==> src/design/ptd_pkg.sv <==
// ptd_pkg: shared types and constants of the periodic task dispatcher
// holds item, result and queue entry types; no dependencies
package ptd_pkg;

    localparam int TIME_W = 48;
    localparam int PER_W  = 24;
    localparam int PRIO_W = 8;
    localparam int DL_W   = 24;
    localparam int SLOT_W = 4;
    localparam int ACT_W  = 2;
    localparam int POL_W  = 2;
    localparam int ADDR_W = 3;

    localparam logic [ADDR_W-1:0] ADDR_POLICY = 3'd0;

    localparam logic [ACT_W-1:0] ACT_REGISTER = 2'd0;
    localparam logic [ACT_W-1:0] ACT_COMPLETE = 2'd1;

    localparam logic [POL_W-1:0] POL_NP_FP  = 2'd0;
    localparam logic [POL_W-1:0] POL_NP_EDF = 2'd1;
    localparam logic [POL_W-1:0] POL_P_FP   = 2'd2;
    localparam logic [POL_W-1:0] POL_P_EDF  = 2'd3;

    localparam logic [TIME_W-1:0] TIME_MAX   = {TIME_W{1'b1}};
    localparam logic [PRIO_W-1:0] BOOST_MAX  = {PRIO_W{1'b1}};
    localparam logic [PRIO_W-1:0] BOOST_INIT = 8'd1;

    typedef enum logic [1:0] {
        EV_REGISTER = 2'd0,
        EV_COMPLETE = 2'd1,
        EV_TIMER    = 2'd2
    } ev_kind_t;

    typedef struct packed {
        logic [ACT_W-1:0]  action;
        logic [TIME_W-1:0] now;
        logic [SLOT_W-1:0] task_slot;
        logic [PER_W-1:0]  period;
        logic [PRIO_W-1:0] priority_req;
        logic [DL_W-1:0]   deadline;
    } in_item_t;

    typedef struct packed {
        logic              dispatch_valid;
        logic [SLOT_W-1:0] dispatch_slot;
        logic [PRIO_W-1:0] dispatch_priority;
        logic              wake_valid;
        logic [TIME_W-1:0] wake_time;
        logic              reject;
    } out_item_t;

    typedef struct packed {
        ev_kind_t          kind;
        logic [TIME_W-1:0] now;
        logic [SLOT_W-1:0] task_slot;
        logic [PER_W-1:0]  period;
        logic [PRIO_W-1:0] prio;
        logic [DL_W-1:0]   deadline;
    } cmd_t;

    typedef struct packed {
        logic valid;
        cmd_t cmd;
    } cmd_chan_t;

endpackage

==> src/design/ptd_front.sv <==
// ptd_front: accepts event transactions, classifies them and queues them
// depends on ptd_pkg
module ptd_front (
    input  logic              clk,
    input  logic              rst_n,
    input  logic              push,
    output logic              full,
    input  ptd_pkg::in_item_t item,
    output ptd_pkg::cmd_chan_t chan,
    input  logic              take
);

    ptd_pkg::cmd_t q_reg [2];
    logic       wp_reg, wp_next;
    logic       rp_reg, rp_next;
    logic [1:0] cnt_reg, cnt_next;
    ptd_pkg::cmd_t cmd_in;
    logic       do_push, do_pop;

    always_comb
    begin
        cmd_in.now       = item.now;
        cmd_in.task_slot = item.task_slot;
        cmd_in.period    = item.period;
        cmd_in.prio      = item.priority_req;
        cmd_in.deadline  = item.deadline;
        unique case (item.action)
            ptd_pkg::ACT_REGISTER: cmd_in.kind = ptd_pkg::EV_REGISTER;
            ptd_pkg::ACT_COMPLETE: cmd_in.kind = ptd_pkg::EV_COMPLETE;
            default:               cmd_in.kind = ptd_pkg::EV_TIMER;
        endcase
    end

    assign full       = cnt_reg == 2'd2;
    assign do_push    = push && !full;
    assign do_pop     = take && cnt_reg != 2'd0;
    assign chan.valid = cnt_reg != 2'd0;
    assign chan.cmd   = q_reg[rp_reg];

    always_comb
    begin
        wp_next  = do_push ? ~wp_reg : wp_reg;
        rp_next  = do_pop ? ~rp_reg : rp_reg;
        cnt_next = cnt_reg + {1'b0, do_push} - {1'b0, do_pop};
    end

    always_ff @(posedge clk)
    begin
        if (do_push)
        begin
            q_reg[wp_reg] <= cmd_in;
        end
    end

    always_ff @(posedge clk or negedge rst_n)
    begin
        if (!rst_n)
        begin
            wp_reg  <= 1'b0;
            rp_reg  <= 1'b0;
            cnt_reg <= 2'd0;
        end
        else
        begin
            wp_reg  <= wp_next;
            rp_reg  <= rp_next;
            cnt_reg <= cnt_next;
        end
    end

endmodule

==> src/design/ptd_back.sv <==
// ptd_back: task table, slot scan, policy decision and result register
// depends on ptd_pkg
module ptd_back #(
    parameter int MAX_TASKS = 16
) (
    input  logic                              clk,
    input  logic                              rst_n,
    input  logic [ptd_pkg::POL_W-1:0]         policy,
    input  ptd_pkg::cmd_chan_t                chan,
    output logic                              take,
    output logic                              empty,
    input  logic                              pop,
    output ptd_pkg::out_item_t                result
);

    localparam int IW = (MAX_TASKS > 1) ? $clog2(MAX_TASKS) : 1;
    localparam int CW = $clog2(MAX_TASKS + 1);
    localparam int XW = (CW > ptd_pkg::SLOT_W) ? CW : ptd_pkg::SLOT_W;
    localparam int DW = ptd_pkg::TIME_W + 1;
    localparam int SW = ptd_pkg::TIME_W + 2;

    typedef enum logic [5:0] {
        S_IDLE = 6'b000001,
        S_UPD  = 6'b000010,
        S_SCAN = 6'b000100,
        S_LAST = 6'b001000,
        S_DEC  = 6'b010000,
        S_OUT  = 6'b100000
    } state_t;

    typedef struct packed {
        logic [ptd_pkg::PER_W-1:0]  period;
        logic [ptd_pkg::PRIO_W-1:0] prio;
        logic [ptd_pkg::DL_W-1:0]   deadline;
    } prm_t;

    typedef struct packed {
        logic                       running;
        logic [ptd_pkg::PRIO_W-1:0] boost;
    } run_t;

    prm_t                        prm_mem [MAX_TASKS];
    logic [ptd_pkg::TIME_W-1:0]  rel_mem [MAX_TASKS];
    run_t                        run_mem [MAX_TASKS];

    state_t state_reg, state_next;
    ptd_pkg::cmd_t cur_reg;
    logic [CW-1:0] cnt_reg, cnt_next;
    logic [IW-1:0] idx_reg, idx_next;
    logic          ev_reg;
    logic [IW-1:0] ev_idx_reg;
    prm_t                       prm_q;
    logic [ptd_pkg::TIME_W-1:0] rel_q;
    run_t                       run_q;
    logic          rej_reg, rej_next;

    logic                       sh_reg, sh_next;
    logic [IW-1:0]              s_idx_reg, s_idx_next;
    logic [DW-1:0]              s_dl_reg, s_dl_next;
    logic [ptd_pkg::PRIO_W-1:0] s_prio_reg, s_prio_next;
    logic                       s_run_reg, s_run_next;
    logic [ptd_pkg::TIME_W-1:0] s_rel_reg, s_rel_next;
    logic [ptd_pkg::PER_W-1:0]  s_per_reg, s_per_next;
    logic [ptd_pkg::PRIO_W-1:0] s_boost_reg, s_boost_next;
    logic                       rh_reg, rh_next;
    logic signed [SW-1:0]       r_dl_reg, r_dl_next;
    logic [ptd_pkg::PRIO_W-1:0] r_prio_reg, r_prio_next;
    logic [ptd_pkg::PRIO_W-1:0] r_boost_reg, r_boost_next;
    logic                       fh_reg, fh_next;
    logic [ptd_pkg::TIME_W-1:0] f_time_reg, f_time_next;

    ptd_pkg::out_item_t res_reg, res_next;
    ptd_pkg::out_item_t out_reg;
    logic               out_vld_reg, out_vld_next;

    logic          rd_en;
    logic [IW-1:0] rd_addr;
    logic          prm_we, rel_we, run_we;
    logic [IW-1:0] wr_addr;
    prm_t          prm_wd;
    logic [ptd_pkg::TIME_W-1:0] rel_wd;
    run_t          run_wd;

    logic          due, cand, better;
    logic [DW-1:0] q_dl;
    logic signed [SW-1:0] q_pd, sel_sd;
    logic [DW-1:0] sum_reg_add, sum_adv;
    logic [ptd_pkg::TIME_W-1:0] adv_rel, reg_rel;
    logic [XW-1:0] slot_x, cnt_x;
    logic          go;
    logic [ptd_pkg::PRIO_W-1:0] boost_new;

    assign take   = (state_reg == S_IDLE) && chan.valid;
    assign empty  = !out_vld_reg;
    assign result = out_reg;

    assign sum_reg_add = {1'b0, cur_reg.now} + DW'(cur_reg.period);
    assign reg_rel     = sum_reg_add[DW-1] ? ptd_pkg::TIME_MAX : sum_reg_add[DW-2:0];
    assign sum_adv     = {1'b0, s_rel_reg} + DW'(s_per_reg);
    assign adv_rel     = sum_adv[DW-1] ? ptd_pkg::TIME_MAX : sum_adv[DW-2:0];
    assign slot_x      = XW'(cur_reg.task_slot);
    assign cnt_x       = XW'(cnt_reg);

    assign due    = rel_q <= cur_reg.now;
    assign q_dl   = {1'b0, rel_q} + DW'(prm_q.deadline);
    assign q_pd   = $signed({2'b00, rel_q}) - $signed(SW'(prm_q.period))
                  + $signed(SW'(prm_q.deadline));
    assign sel_sd = $signed({1'b0, s_dl_reg});
    assign cand   = (policy == ptd_pkg::POL_P_FP) ? (run_q.running || due) : due;

    always_comb
    begin
        if (!sh_reg)
        begin
            better = 1'b1;
        end
        else if (!policy[0])
        begin
            better = prm_q.prio > s_prio_reg;
        end
        else
        begin
            better = (q_dl < s_dl_reg) || ((q_dl == s_dl_reg) && (prm_q.prio > s_prio_reg));
        end
    end

    always_comb
    begin
        go = sh_reg;
        if (policy == ptd_pkg::POL_P_FP)
        begin
            go = sh_reg && !s_run_reg;
        end
        else if (policy == ptd_pkg::POL_P_EDF && sh_reg && rh_reg)
        begin
            if (sel_sd > r_dl_reg || (sel_sd == r_dl_reg && s_prio_reg < r_prio_reg))
            begin
                go = 1'b0;
            end
        end
        boost_new = ptd_pkg::BOOST_INIT;
        if (rh_reg)
        begin
            boost_new = (r_boost_reg == ptd_pkg::BOOST_MAX) ? ptd_pkg::BOOST_MAX
                                                          : r_boost_reg + 8'd1;
        end
    end

    always_comb
    begin
        state_next   = state_reg;
        cnt_next     = cnt_reg;
        idx_next     = idx_reg;
        rej_next     = rej_reg;
        res_next     = res_reg;
        out_vld_next = out_vld_reg;
        rd_en   = 1'b0;
        rd_addr = idx_reg;
        prm_we  = 1'b0;
        rel_we  = 1'b0;
        run_we  = 1'b0;
        wr_addr = cnt_reg[IW-1:0];
        prm_wd  = '{period: cur_reg.period, prio: cur_reg.prio, deadline: cur_reg.deadline};
        rel_wd  = reg_rel;
        run_wd  = '{running: 1'b0, boost: ptd_pkg::BOOST_INIT};

        sh_next      = sh_reg;
        s_idx_next   = s_idx_reg;
        s_dl_next    = s_dl_reg;
        s_prio_next  = s_prio_reg;
        s_run_next   = s_run_reg;
        s_rel_next   = s_rel_reg;
        s_per_next   = s_per_reg;
        s_boost_next = s_boost_reg;
        rh_next      = rh_reg;
        r_dl_next    = r_dl_reg;
        r_prio_next  = r_prio_reg;
        r_boost_next = r_boost_reg;
        fh_next      = fh_reg;
        f_time_next  = f_time_reg;

        if (pop && out_vld_reg)
        begin
            out_vld_next = 1'b0;
        end

        if (ev_reg)
        begin
            if (cand && better)
            begin
                sh_next      = 1'b1;
                s_idx_next   = ev_idx_reg;
                s_dl_next    = q_dl;
                s_prio_next  = prm_q.prio;
                s_run_next   = run_q.running;
                s_rel_next   = rel_q;
                s_per_next   = prm_q.period;
                s_boost_next = run_q.boost;
            end
            if (run_q.running && (!rh_reg || q_pd < r_dl_reg
                || (q_pd == r_dl_reg && prm_q.prio > r_prio_reg)))
            begin
                rh_next      = 1'b1;
                r_dl_next    = q_pd;
                r_prio_next  = prm_q.prio;
                r_boost_next = run_q.boost;
            end
            if (!due && (!fh_reg || rel_q < f_time_reg))
            begin
                fh_next     = 1'b1;
                f_time_next = rel_q;
            end
        end

        unique case (state_reg)
            S_IDLE:
            begin
                if (chan.valid)
                begin
                    state_next = S_UPD;
                end
            end
            S_UPD:
            begin
                rej_next = 1'b0;
                sh_next  = 1'b0;
                rh_next  = 1'b0;
                fh_next  = 1'b0;
                idx_next = '0;
                if (cur_reg.kind == ptd_pkg::EV_REGISTER)
                begin
                    if (cnt_reg >= CW'(MAX_TASKS))
                    begin
                        rej_next = 1'b1;
                    end
                    else
                    begin
                        prm_we   = 1'b1;
                        rel_we   = 1'b1;
                        run_we   = 1'b1;
                        cnt_next = cnt_reg + 1'b1;
                    end
                end
                else if (cur_reg.kind == ptd_pkg::EV_COMPLETE && slot_x < cnt_x)
                begin
                    run_we  = 1'b1;
                    wr_addr = IW'(slot_x);
                end
                if (cnt_next == '0)
                begin
                    res_next   = '0;
                    res_next.reject = rej_next;
                    state_next = S_OUT;
                end
                else
                begin
                    state_next = S_SCAN;
                end
            end
            S_SCAN:
            begin
                rd_en    = 1'b1;
                idx_next = idx_reg + 1'b1;
                if (CW'(idx_reg) == cnt_reg - 1'b1)
                begin
                    state_next = S_LAST;
                end
            end
            S_LAST:
            begin
                state_next = S_DEC;
            end
            S_DEC:
            begin
                res_next        = '0;
                res_next.reject = rej_reg;
                wr_addr         = s_idx_reg;
                rel_wd          = adv_rel;
                if (policy[1] || !go)
                begin
                    res_next.wake_valid = fh_reg;
                    res_next.wake_time  = fh_reg ? f_time_reg : '0;
                end
                if (go)
                begin
                    rel_we = 1'b1;
                    res_next.dispatch_valid = 1'b1;
                    res_next.dispatch_slot  = ptd_pkg::SLOT_W'(s_idx_reg);
                    unique case (policy)
                        ptd_pkg::POL_P_FP:
                        begin
                            run_we = 1'b1;
                            run_wd = '{running: 1'b1, boost: s_boost_reg};
                            res_next.dispatch_priority = s_prio_reg;
                        end
                        ptd_pkg::POL_P_EDF:
                        begin
                            run_we = 1'b1;
                            run_wd = '{running: 1'b1, boost: boost_new};
                            res_next.dispatch_priority = boost_new;
                        end
                        default:
                        begin
                            res_next.dispatch_priority = 8'd1;
                        end
                    endcase
                end
                state_next = S_OUT;
            end
            S_OUT:
            begin
                if (!out_vld_next)
                begin
                    out_vld_next = 1'b1;
                    state_next   = S_IDLE;
                end
            end
            default:
            begin
                state_next = S_IDLE;
            end
        endcase
    end

    always_ff @(posedge clk)
    begin
        if (prm_we)
        begin
            prm_mem[wr_addr] <= prm_wd;
        end
        if (rel_we)
        begin
            rel_mem[wr_addr] <= rel_wd;
        end
        if (run_we)
        begin
            run_mem[wr_addr] <= run_wd;
        end
        if (rd_en)
        begin
            prm_q <= prm_mem[rd_addr];
            rel_q <= rel_mem[rd_addr];
            run_q <= run_mem[rd_addr];
        end
    end

    always_ff @(posedge clk)
    begin
        if (take)
        begin
            cur_reg <= chan.cmd;
        end
        ev_idx_reg  <= idx_reg;
        s_idx_reg   <= s_idx_next;
        s_dl_reg    <= s_dl_next;
        s_prio_reg  <= s_prio_next;
        s_run_reg   <= s_run_next;
        s_rel_reg   <= s_rel_next;
        s_per_reg   <= s_per_next;
        s_boost_reg <= s_boost_next;
        r_dl_reg    <= r_dl_next;
        r_prio_reg  <= r_prio_next;
        r_boost_reg <= r_boost_next;
        f_time_reg  <= f_time_next;
        res_reg     <= res_next;
        rej_reg     <= rej_next;
        if (state_reg == S_OUT && (!out_vld_reg || pop))
        begin
            out_reg <= res_reg;
        end
    end

    always_ff @(posedge clk or negedge rst_n)
    begin
        if (!rst_n)
        begin
            state_reg   <= S_IDLE;
            cnt_reg     <= '0;
            idx_reg     <= '0;
            ev_reg      <= 1'b0;
            sh_reg      <= 1'b0;
            rh_reg      <= 1'b0;
            fh_reg      <= 1'b0;
            out_vld_reg <= 1'b0;
        end
        else
        begin
            state_reg   <= state_next;
            cnt_reg     <= cnt_next;
            idx_reg     <= idx_next;
            ev_reg      <= rd_en;
            sh_reg      <= sh_next;
            rh_reg      <= rh_next;
            fh_reg      <= fh_next;
            out_vld_reg <= out_vld_next;
        end
    end

endmodule

==> src/design/periodic_task_dispatcher.sv <==
// periodic_task_dispatcher: top level, configuration port and assertions
// depends on ptd_pkg, ptd_front and ptd_back
// Each event transaction is queued by the front (two entries) and handled by
// the back after it is accepted in these steps: taking it from the queue, a
// table update, one read of the task table per registered slot, a step for the
// last read to settle, a decision and loading the result register. With an
// empty table the scan is skipped. The scan reads the table through a single
// read port. A result that waits for pop holds the back, so later events wait
// in the front. The user writes the policy at address 0 only while no
// transaction is in flight; the block itself does not enforce this.
module periodic_task_dispatcher #(
    parameter int MAX_TASKS = 16
) (
    input  logic                         clk,
    input  logic                         rst_n,
    input  logic                         push,
    output logic                         full,
    input  ptd_pkg::in_item_t            item,
    output logic                         empty,
    input  logic                         pop,
    output ptd_pkg::out_item_t           result,
    input  logic                         psel,
    input  logic                         penable,
    input  logic                         pwrite,
    input  logic [ptd_pkg::ADDR_W-1:0]   paddr,
    input  logic [31:0]                  pwdata,
    output logic [31:0]                  prdata,
    output logic                         pready
);

    logic [ptd_pkg::POL_W-1:0] policy_reg, policy_next;
    ptd_pkg::cmd_chan_t chan;
    logic take;

    assign pready = 1'b1;
    assign prdata = (paddr == ptd_pkg::ADDR_POLICY) ? {30'd0, policy_reg} : 32'd0;

    always_comb
    begin
        policy_next = policy_reg;
        if (psel && penable && pwrite && paddr == ptd_pkg::ADDR_POLICY)
        begin
            policy_next = pwdata[ptd_pkg::POL_W-1:0];
        end
    end

    always_ff @(posedge clk or negedge rst_n)
    begin
        if (!rst_n)
        begin
            policy_reg <= ptd_pkg::POL_NP_FP;
        end
        else
        begin
            policy_reg <= policy_next;
        end
    end

    ptd_front u_front (
        .clk   (clk),
        .rst_n (rst_n),
        .push  (push),
        .full  (full),
        .item  (item),
        .chan  (chan),
        .take  (take)
    );

    ptd_back #(
        .MAX_TASKS (MAX_TASKS)
    ) u_back (
        .clk    (clk),
        .rst_n  (rst_n),
        .policy (policy_reg),
        .chan   (chan),
        .take   (take),
        .empty  (empty),
        .pop    (pop),
        .result (result)
    );

    a_disp_clean: assert property (@(posedge clk) disable iff (!rst_n)
        (!empty && !result.dispatch_valid) |->
            (result.dispatch_slot == '0 && result.dispatch_priority == '0))
        else $error("dispatch fields set without dispatch");

    a_wake_clean: assert property (@(posedge clk) disable iff (!rst_n)
        (!empty && !result.wake_valid) |-> (result.wake_time == '0))
        else $error("wake time set without wake");

    a_np_excl: assert property (@(posedge clk) disable iff (!rst_n)
        (!empty && !policy_reg[1] && result.dispatch_valid) |->
            (!result.wake_valid && result.dispatch_priority == 8'd1))
        else $error("non-preemptive dispatch with wake or wrong priority");

    a_cfg_write: assert property (@(posedge clk) disable iff (!rst_n)
        (psel && penable && pwrite && paddr == ptd_pkg::ADDR_POLICY) |=>
            (policy_reg == $past(pwdata[ptd_pkg::POL_W-1:0])))
        else $error("policy write lost");

endmodule

==> config.mk <==
export PLATFORM = sky130hd
export DESIGN_NAME = periodic_task_dispatcher
export DESIGN_NICKNAME = d
export VERILOG_FILES = /design/src/design/ptd_pkg.sv /design/src/design/ptd_front.sv /design/src/design/ptd_back.sv /design/src/design/periodic_task_dispatcher.sv
export SDC_FILE = /design/constraint.sdc
export NUM_CORES = 2
export LEC_CHECK = 0
export CAP_MARGIN = 0
export CORE_ASPECT_RATIO = 0.8
export CORE_MARGIN = 2
export CORE_UTILIZATION = 50
export DETAILED_ROUTE_END_ITERATION = 10
export DONT_BUFFER_PORTS = 1
export RECOVER_POWER = 25
export SLEW_MARGIN = 10
export SYNTH_ARGS = -nofsm -noshare
export SYNTH_HDL_FRONTEND = slang
export SYNTH_SLANG_ARGS = --single-unit
==> constraint.sdc <==
create_clock -name clk -period 24.1 [get_ports clk]
set_clock_uncertainty 0.05 [all_clocks]
set_input_delay 3.615 -clock clk [delete_from_list [all_inputs] [get_ports clk]]
set_output_delay 3.615 -clock clk [all_outputs]
set_load 0.01 [all_outputs]
Yosys cells after proc, flatten, opt, wreduce, memory -nomap -nowiden
Memory sizes are Yosys's and may differ from the RTL's. A register that Yosys moved wholly into a read port is not among the register bits.
Index checks and enable logic that the tools add are counted.
W data, S select, Z words.
{ "classes": {"n_addsub": 11, "mul": 0, "div": 0, "magnitude_cmp": 10, "eq_ne": 20, "n_shift": 0, "mux": 66, "bitwise": 2, "n_reduce_logical": 53} }
{ "op_table": {"columns": ["operator", "count"], "rows": [
  ["$mux W48", 4],
  ["$add A48 B24 Y49", 3],
  ["$pmux W63 S2", 1],
  ["$eq A50 B50 Y1", 2],
  ["$mux W63", 1],
  ["$add A50 B25 Y50", 1],
  ["$gt A50 B50 Y1", 1],
  ["$lt A50 B50 Y1", 1],
  ["$eq A49 B49 Y1", 1],
  ["$lt A49 B49 Y1", 1],
  ["$mux W49", 1],
  ["$sub A48 B24 Y49", 1],
  ["$le A48 B48 Y1", 1],
  ["$lt A48 B48 Y1", 1],
  ["$mux W1", 36],
  ["$pmux W6 S6", 1],
  ["$mux W6", 4],
  ["$logic_and A1 B1 Y1", 18],
  ["$mux W9", 2],
  ["$pmux W9 S2", 1],
  ["$gt A8 B8 Y1", 2],
  ["$mux W8", 2],
  ["$pmux W4 S2", 2],
  ["$pmux W8 S2", 1],
  ["other kinds (37)", 73]
]} }
{ "totals": {"reg_bits": 413, "latch_bits": 0, "mem_bits_rw": 2028, "romBits": 0, "input_bits": 152, "out_inout_bits": 98, "wordCells": 203, "memories": 4} }
{ "memory_table": {"columns": ["name", "depth", "word_bits", "read_ports", "rd_clocked_by_memory_dff", "write_ports", "line_no", "source"], "rows": [
  ["u_back.prm_mem", 16, 56, 1, 1, 1, "ptd_back.sv:42", "prm_t prm_mem [MAX_TASKS];"],
  ["u_back.rel_mem", 16, 48, 1, 1, 1, "ptd_back.sv:43", "logic [ptd_pkg::TIME_W-1:0] rel_mem [MAX_TASKS];"],
  ["u_front.q_reg", 2, 110, 1, 1, 1, "ptd_front.sv:13", "ptd_pkg::cmd_t q_reg [2];"],
  ["u_back.run_mem", 16, 9, 1, 1, 1, "ptd_back.sv:44", "run_t run_mem [MAX_TASKS];"]
]} }

Logic depth before layout (Yosys ltp)
{ "depth": {"ltp_word": 10, "ltp_mapped": 33, "depth_no_buf": 33} }

Cells and area by module
From an unflattened synthesis, not the netlist that was laid out.
{ "unflattened": {"hier_cells": 6022, "area_unflattened_um2": 112126.3} }
{ "modules_own_cells": {"columns": ["mod", "instances", "cells_per_inst", "area_per_inst_um2", "seq_area_each_um2"], "rows": [
  ["ptd_back", 1, 5619, 103589.4, 73071.3],
  ["ptd_front", 1, 362, 8180.3, 6706.4],
  ["periodic_task_dispatcher", 1, 41, 356.6, 50.0]
]} }

Least setup slack after synthesis
No wires, ideal clock.
{ "synth_path": {"path_kind": "reg2reg", "startpoint": "reg u_back.rel_q[0] (netlist bit), read port of u_back.rel_mem", "endpoint": "reg u_back.s_boost_reg[0] (netlist bit) (enable)", "setup_ns": 0.690, "arrival_time_ns": 11.395, "t_required_ns": 23.360, "path_slack_ns": 11.964, "stages_incl_launch_ff": 24, "path_buffers": 0, "period_less_slack_ns": 12.136, "path_cell_list": "edfxtp_1 > ha_1 > fa_1 > a21o_1 > a21oi_1 > nor2b_1 > o21a_1 > o41a_1 > o21a_1 > and2_1 > o21a_1 > o41ai_1 > nand3_1 > o311ai_0 > ha_1 > a21o_1 > a21o_1 > a21oi_1 > nor2_1 > a211oi_1 > o311ai_0 > o21ai_0 > nand4_1 > a21oi_1"} }
{ "synth_between": {"elab_chain_len": 8, "elab_cells_between_ends": 12, "cone_classes": "add/sub: 1; order compare: 2; eq/ne: 1; mux: 3; reduce/logical: 5"} }
{ "synth_rtl": {"columns": ["element", "line_no", "source"], "rows": [
  ["start: declaration", "ptd_back.sv:53", "logic [ptd_pkg::TIME_W-1:0] rel_q;"],
  ["$add A48 B24 Y49 *", "ptd_back.sv:105", "assign q_dl = {1'b0, rel_q} + DW'(prm_q.deadline);"],
  ["named net u_back.q_dl[18]", "ptd_back.sv:85", "logic [DW-1:0] q_dl;"],
  ["parallel branches: the longest is 2 deep, another holds $lt A49 B49 Y1", null, null],
  ["$logic_or A1 B1 Y1 *", "ptd_back.sv:123", "better = (q_dl < s_dl_reg) || ((q_dl == s_dl_reg) && (prm_q.prio > s_prio_reg));"],
  ["$mux W1 *", "ptd_back.sv:117", "else if (!policy[0])"],
  ["$mux W1 *", "ptd_back.sv:113", "if (!sh_reg)"],
  ["$logic_and A1 B1 Y1 *", "ptd_back.sv:189", "if (cand && better)"],
  ["$reduce_and A2 Y1 (no line) *", null, null],
  ["end signal: assignment", "ptd_back.sv:360", "s_boost_reg <= s_boost_next;"],
  ["end: declaration", "ptd_back.sv:64", "logic [ptd_pkg::PRIO_W-1:0] s_boost_reg, s_boost_next;"]
]} }
Mark *: on every way through the listed nets, which the timed path passes.
A chain may end at the register's enable or synchronous reset.

Worst setup path after layout
{ "layout_path": {"startpoint": "reg u_back.rel_q[4] (netlist bit), read port of u_back.rel_mem", "endpoint": "reg u_back.r_dl_reg[36] (enable)"} }
{ "layout_between": {"elab_chain_len": 7, "elab_cells_between_ends": 9, "cone_classes": "add/sub: 2; order compare: 1; eq/ne: 1; reduce/logical: 5"} }
{ "layout_rtl": {"columns": ["element", "line_no", "source"], "rows": [
  ["$sub A48 B24 Y49 *", "ptd_back.sv:106", "assign q_pd = $signed({2'b00, rel_q}) - $signed(SW'(prm_q.period))"],
  ["$add A50 B25 Y50 *", "ptd_back.sv:107", "+ $signed(SW'(prm_q.deadline));"],
  ["named net u_back.q_pd[34]", "ptd_back.sv:86", "logic signed [SW-1:0] q_pd, sel_sd;"],
  ["$lt A50 B50 Y1 / $eq A50 B50 Y1 (equally long branches)", "ptd_back.sv:200, ptd_back.sv:201", null],
  ["$logic_or A1 B1 Y1 / $logic_and A1 B1 Y1 (equally long branches)", "ptd_back.sv:200, ptd_back.sv:201", null],
  ["$logic_or A1 B1 Y1 *", "ptd_back.sv:201", "|| (q_pd == r_dl_reg && prm_q.prio > r_prio_reg)))"],
  ["$logic_and A1 B1 Y1 *", "ptd_back.sv:200", "if (run_q.running && (!rh_reg || q_pd < r_dl_reg"],
  ["$reduce_and A2 Y1 (no line) *", null, null],
  ["end signal: assignment", "ptd_back.sv:361", "r_dl_reg <= r_dl_next;"],
  ["end: declaration", "ptd_back.sv:66", "logic signed [SW-1:0] r_dl_reg, r_dl_next;"]
]} }
The timed path passes the listed nets; every way through them passes the cells marked *.

==> summary.txt <==
Power
  – Switching part of the total: 30.4%
  – Pwr per Cell Area: 117 nW/um2
  – Clock power share: 28.2%
  – Switching power: 4.44 mW
  – Comb pwr share: 24.7%
  – Max VDD drop: 0.0833 mV
  – Reg power frac: 47.1%
  – Pint: 10.2 mW
  – Lkg Pwr: 42.0 nW

Critical path
  – Reg2Reg Depth: 31
  – Crit path max fanout: 36
  – Crit-path max cell delay: 0.96 ns
  – Arrival time worst endpoint: 10.09 ns
  – Cell mode on critical path: a21o_1
  – Crit. End Element: register
  – WS Path Type: reg -> reg
  – Slowest-stage cell, CP: a31oi_4
  – Critical path launch point type: register
  – Required time of the worst setup path: 24.49 ns

Die
  – Die area: 228000 um2
  – Die X-Extent: 533 um
  – I/O pin total: 250
  – Die height: 427 um
  – Row count: 155
  – Core area: 223000 um2
  – Initial core utilization: 50.2%

Synthesis
  – Syn Std Cell Area: 112000 um2
  – Yosys cell types: 106
  – Share of the synthesized area in the top cell type: 70.6%
  – Ys flop type: edfxtp_1
  – Synth area leaders: edfxtp_1 71%, mux4_2 11%, ha_1 4.4%
  – Cell count after synthesis: 5989
  – #FFs+latches synth: 2664
  – Avg Inst Size Synth: 18.7 um2
  – Register area share after synthesis: 71.3%
  – Cell accounting for the most synthesized area: edfxtp_1
  – Number of synthesized flops with an enable pin: 2634
  – Async set-reset flop share out of synthesis: 0.976%
  – Ys Warns: 0

Place
  – Area of placed instances: 116000 um2
  – PortBufs: 0
  – Pre-CTS setup slack: 14.58 ns
  – DPL Wire Length: 175000 um
  – GP Congestion: 0.877

Global routing
  – First-pass GRT wire length: 407000 um
  – Vias in the first global route: 56600
  – Largest net degree at the start of global routing: 104
  – Initial antenna violation count: 14
  – GRT Overall Usage: 24.9%
  – Grt ovf: 0

Route
  – Vias: 57500
  – Drt pass-1 iters: 6
  – 1st-iter DRT viols: 7146
  – DRT Wirelength: 286000 um
  – Antenna viol nets, final: 0
  – DRC: 0
  – Via/cell ratio: 6.11
  – Post-DR wirelength/cell: 30.3 um

Timing
  – Min Tclk post-route: 9.70 ns
  – Sum Neg Setup Slack: 0 ns
  – Unrepaired setup endpoints after global routing: no
  – Slew headroom: -142%
  – Worst hold slack: 0.354 ns
  – Max frequency: 103 MHz
  – PnR worst setup slack: 14.40 ns
  – Final Slew Violations: 401
  – Final worst path period share: 40.3%
  – Pin slew with the least headroom to its limit: 3.63 ns
  – Hold Vio Cnt, Final: 0
  – Final setup fails: 0

Clock tree
  – Setup repair bufs after CTS: 0
  – CTS tree: built
  – CTS root buf: clkbuf_16
  – Hold-fix buffers, CTS: 0
  – Total clock sinks: 2664
  – Post-CTS Resized: 0
  – Max Buffers Root-to-Sink: 4
  – CTS buffer count: 274
  – Clk slew on worst S/H paths: 0.06 ns
  – Worst-skew pair later-pin latency: 0.86 ns
  – CTS H-tree depth: 5

Finish
  – Most frequent cells in the layout: 2634 x edfxtp_1, 565 x mux4_2, 395 x ha_1
  – Layout cell share with drive strength beyond 1: 19.5%
  – Number of flip-flops in the largest register: 896
  – Area Growth Syn to Fin: 11.5%
  – Fin nets: 6778
  – Leading cell type in the layout, fill and taps excluded: edfxtp_1
  – Finished Cell Area: 125000 um2
  – Core Util, Final: 56.0%

Job
  – Maxcap violations: 12

Status
  – Failing checks: capacitance limit, slew limit
  – Result of the run: finished, violations left

Worst hold path
  – Hold path depth: 0
  – Min-Delay Path Class: reg -> reg
==> cell families after synthesis <==
| group | Yosys count | synth area share, % |
|---|---|---|
| other | 2 | 0.00671 |
| flip-flops | 2664 | 71.3 |
| XOR/XNOR | 226 | 1.78 |
| adder cells (fa/ha/maj) | 400 | 4.50 |
| AO/OA/AOI/OAI | 679 | 4.07 |
| AND/OR/NAND/NOR | 811 | 3.87 |
| multiplexers | 684 | 12.6 |
| buffers and inverters | 523 | 1.92 |
==> synth_stat cells, drive strengths merged (36+ instances only) <==
library cell and instances:
nand2 148, a22oi 45, nand2b 46, nor2b 46, edfxtp 2634, nand3 75
nand4 64, mux2 114, and3 47, nor2 128, buf 90, o21ai 104
xnor2 155, inv 284, a21o 163, nor3 134, ha 395, mux4 565
o21a 36, clkbuf 147, a21oi 165, xor2 71
==> power by group through the flow <==
stage	sequential (mW)	combinational [mW]	clock, mW
floorplan	6.71	2.48	0
detailed placement	6.97	3.56	0
global placement	6.94	3.48	0
global route	6.92	3.90	4.37
CTS	6.88	3.58	4.19
finish	6.87	3.61	4.12
==> worst max-delay path: cells and delay by family, from the launching register on <==
family	cells	cell delay, ns
compound gates	16	4.51
xor+xnor	3	0.48
buf+inv	2	1.16
fa+ha+maj	3	1.05
simple gates	7	1.69
flops	1	0.32
==> cell type report <==
class / instances / area (um2)
diodes: 7 / 17.5
clock buffers: 341 / 7290
clock inverters: 142 / 1320
fillers: 16900 / 98000
inverters: 285 / 1080
multi-input cells: 2831 / 30400
flip-flops and latches: 2664 / 79800
well taps: 2983 / 3730
repair buffers: 170 / 1190
==> stage by stage <==
step                      instances  power, mW
after floorplan                6018       9.19
after global placement         8924       10.4
after detailed placement       8924       10.5
after CTS                      9407       14.6
after global routing           9419       15.2
final                          9423       14.6
==> layer usage <==
metal / wire length [um] / track usage [%] / up-vias
li1: - / - / 24600
met1: 127000 / 38.2 / 30300
met2: 128000 / 37.5 / 2318
met3: 23700 / 4.08 / 355
met4: 6770 / 6.52 / 0
met5: 0 / 0 / -
==> final timing paths <==
| kind | startpoint | to | slack (ns) |
|---|---|---|---|
| worst max register to register | u_back.rel_q[4] | u_back.r_dl_reg[36] | 14.40 |
| max in group asynchronous | rst_n | u_back.state_reg[0] | 21.35 |
| min in group asynchronous | rst_n | policy_reg[1] | 2.41 |
| worst max-delay path | u_back.rel_q[4] | u_back.r_dl_reg[36] | 14.40 |
| worst min register to register | u_back.ev_idx_reg[1] | u_back.s_idx_reg[1] | 0.35 |
| worst min-delay path | u_back.ev_idx_reg[1] | u_back.s_idx_reg[1] | 0.35 |
Power figures use the tool's default switching activity.
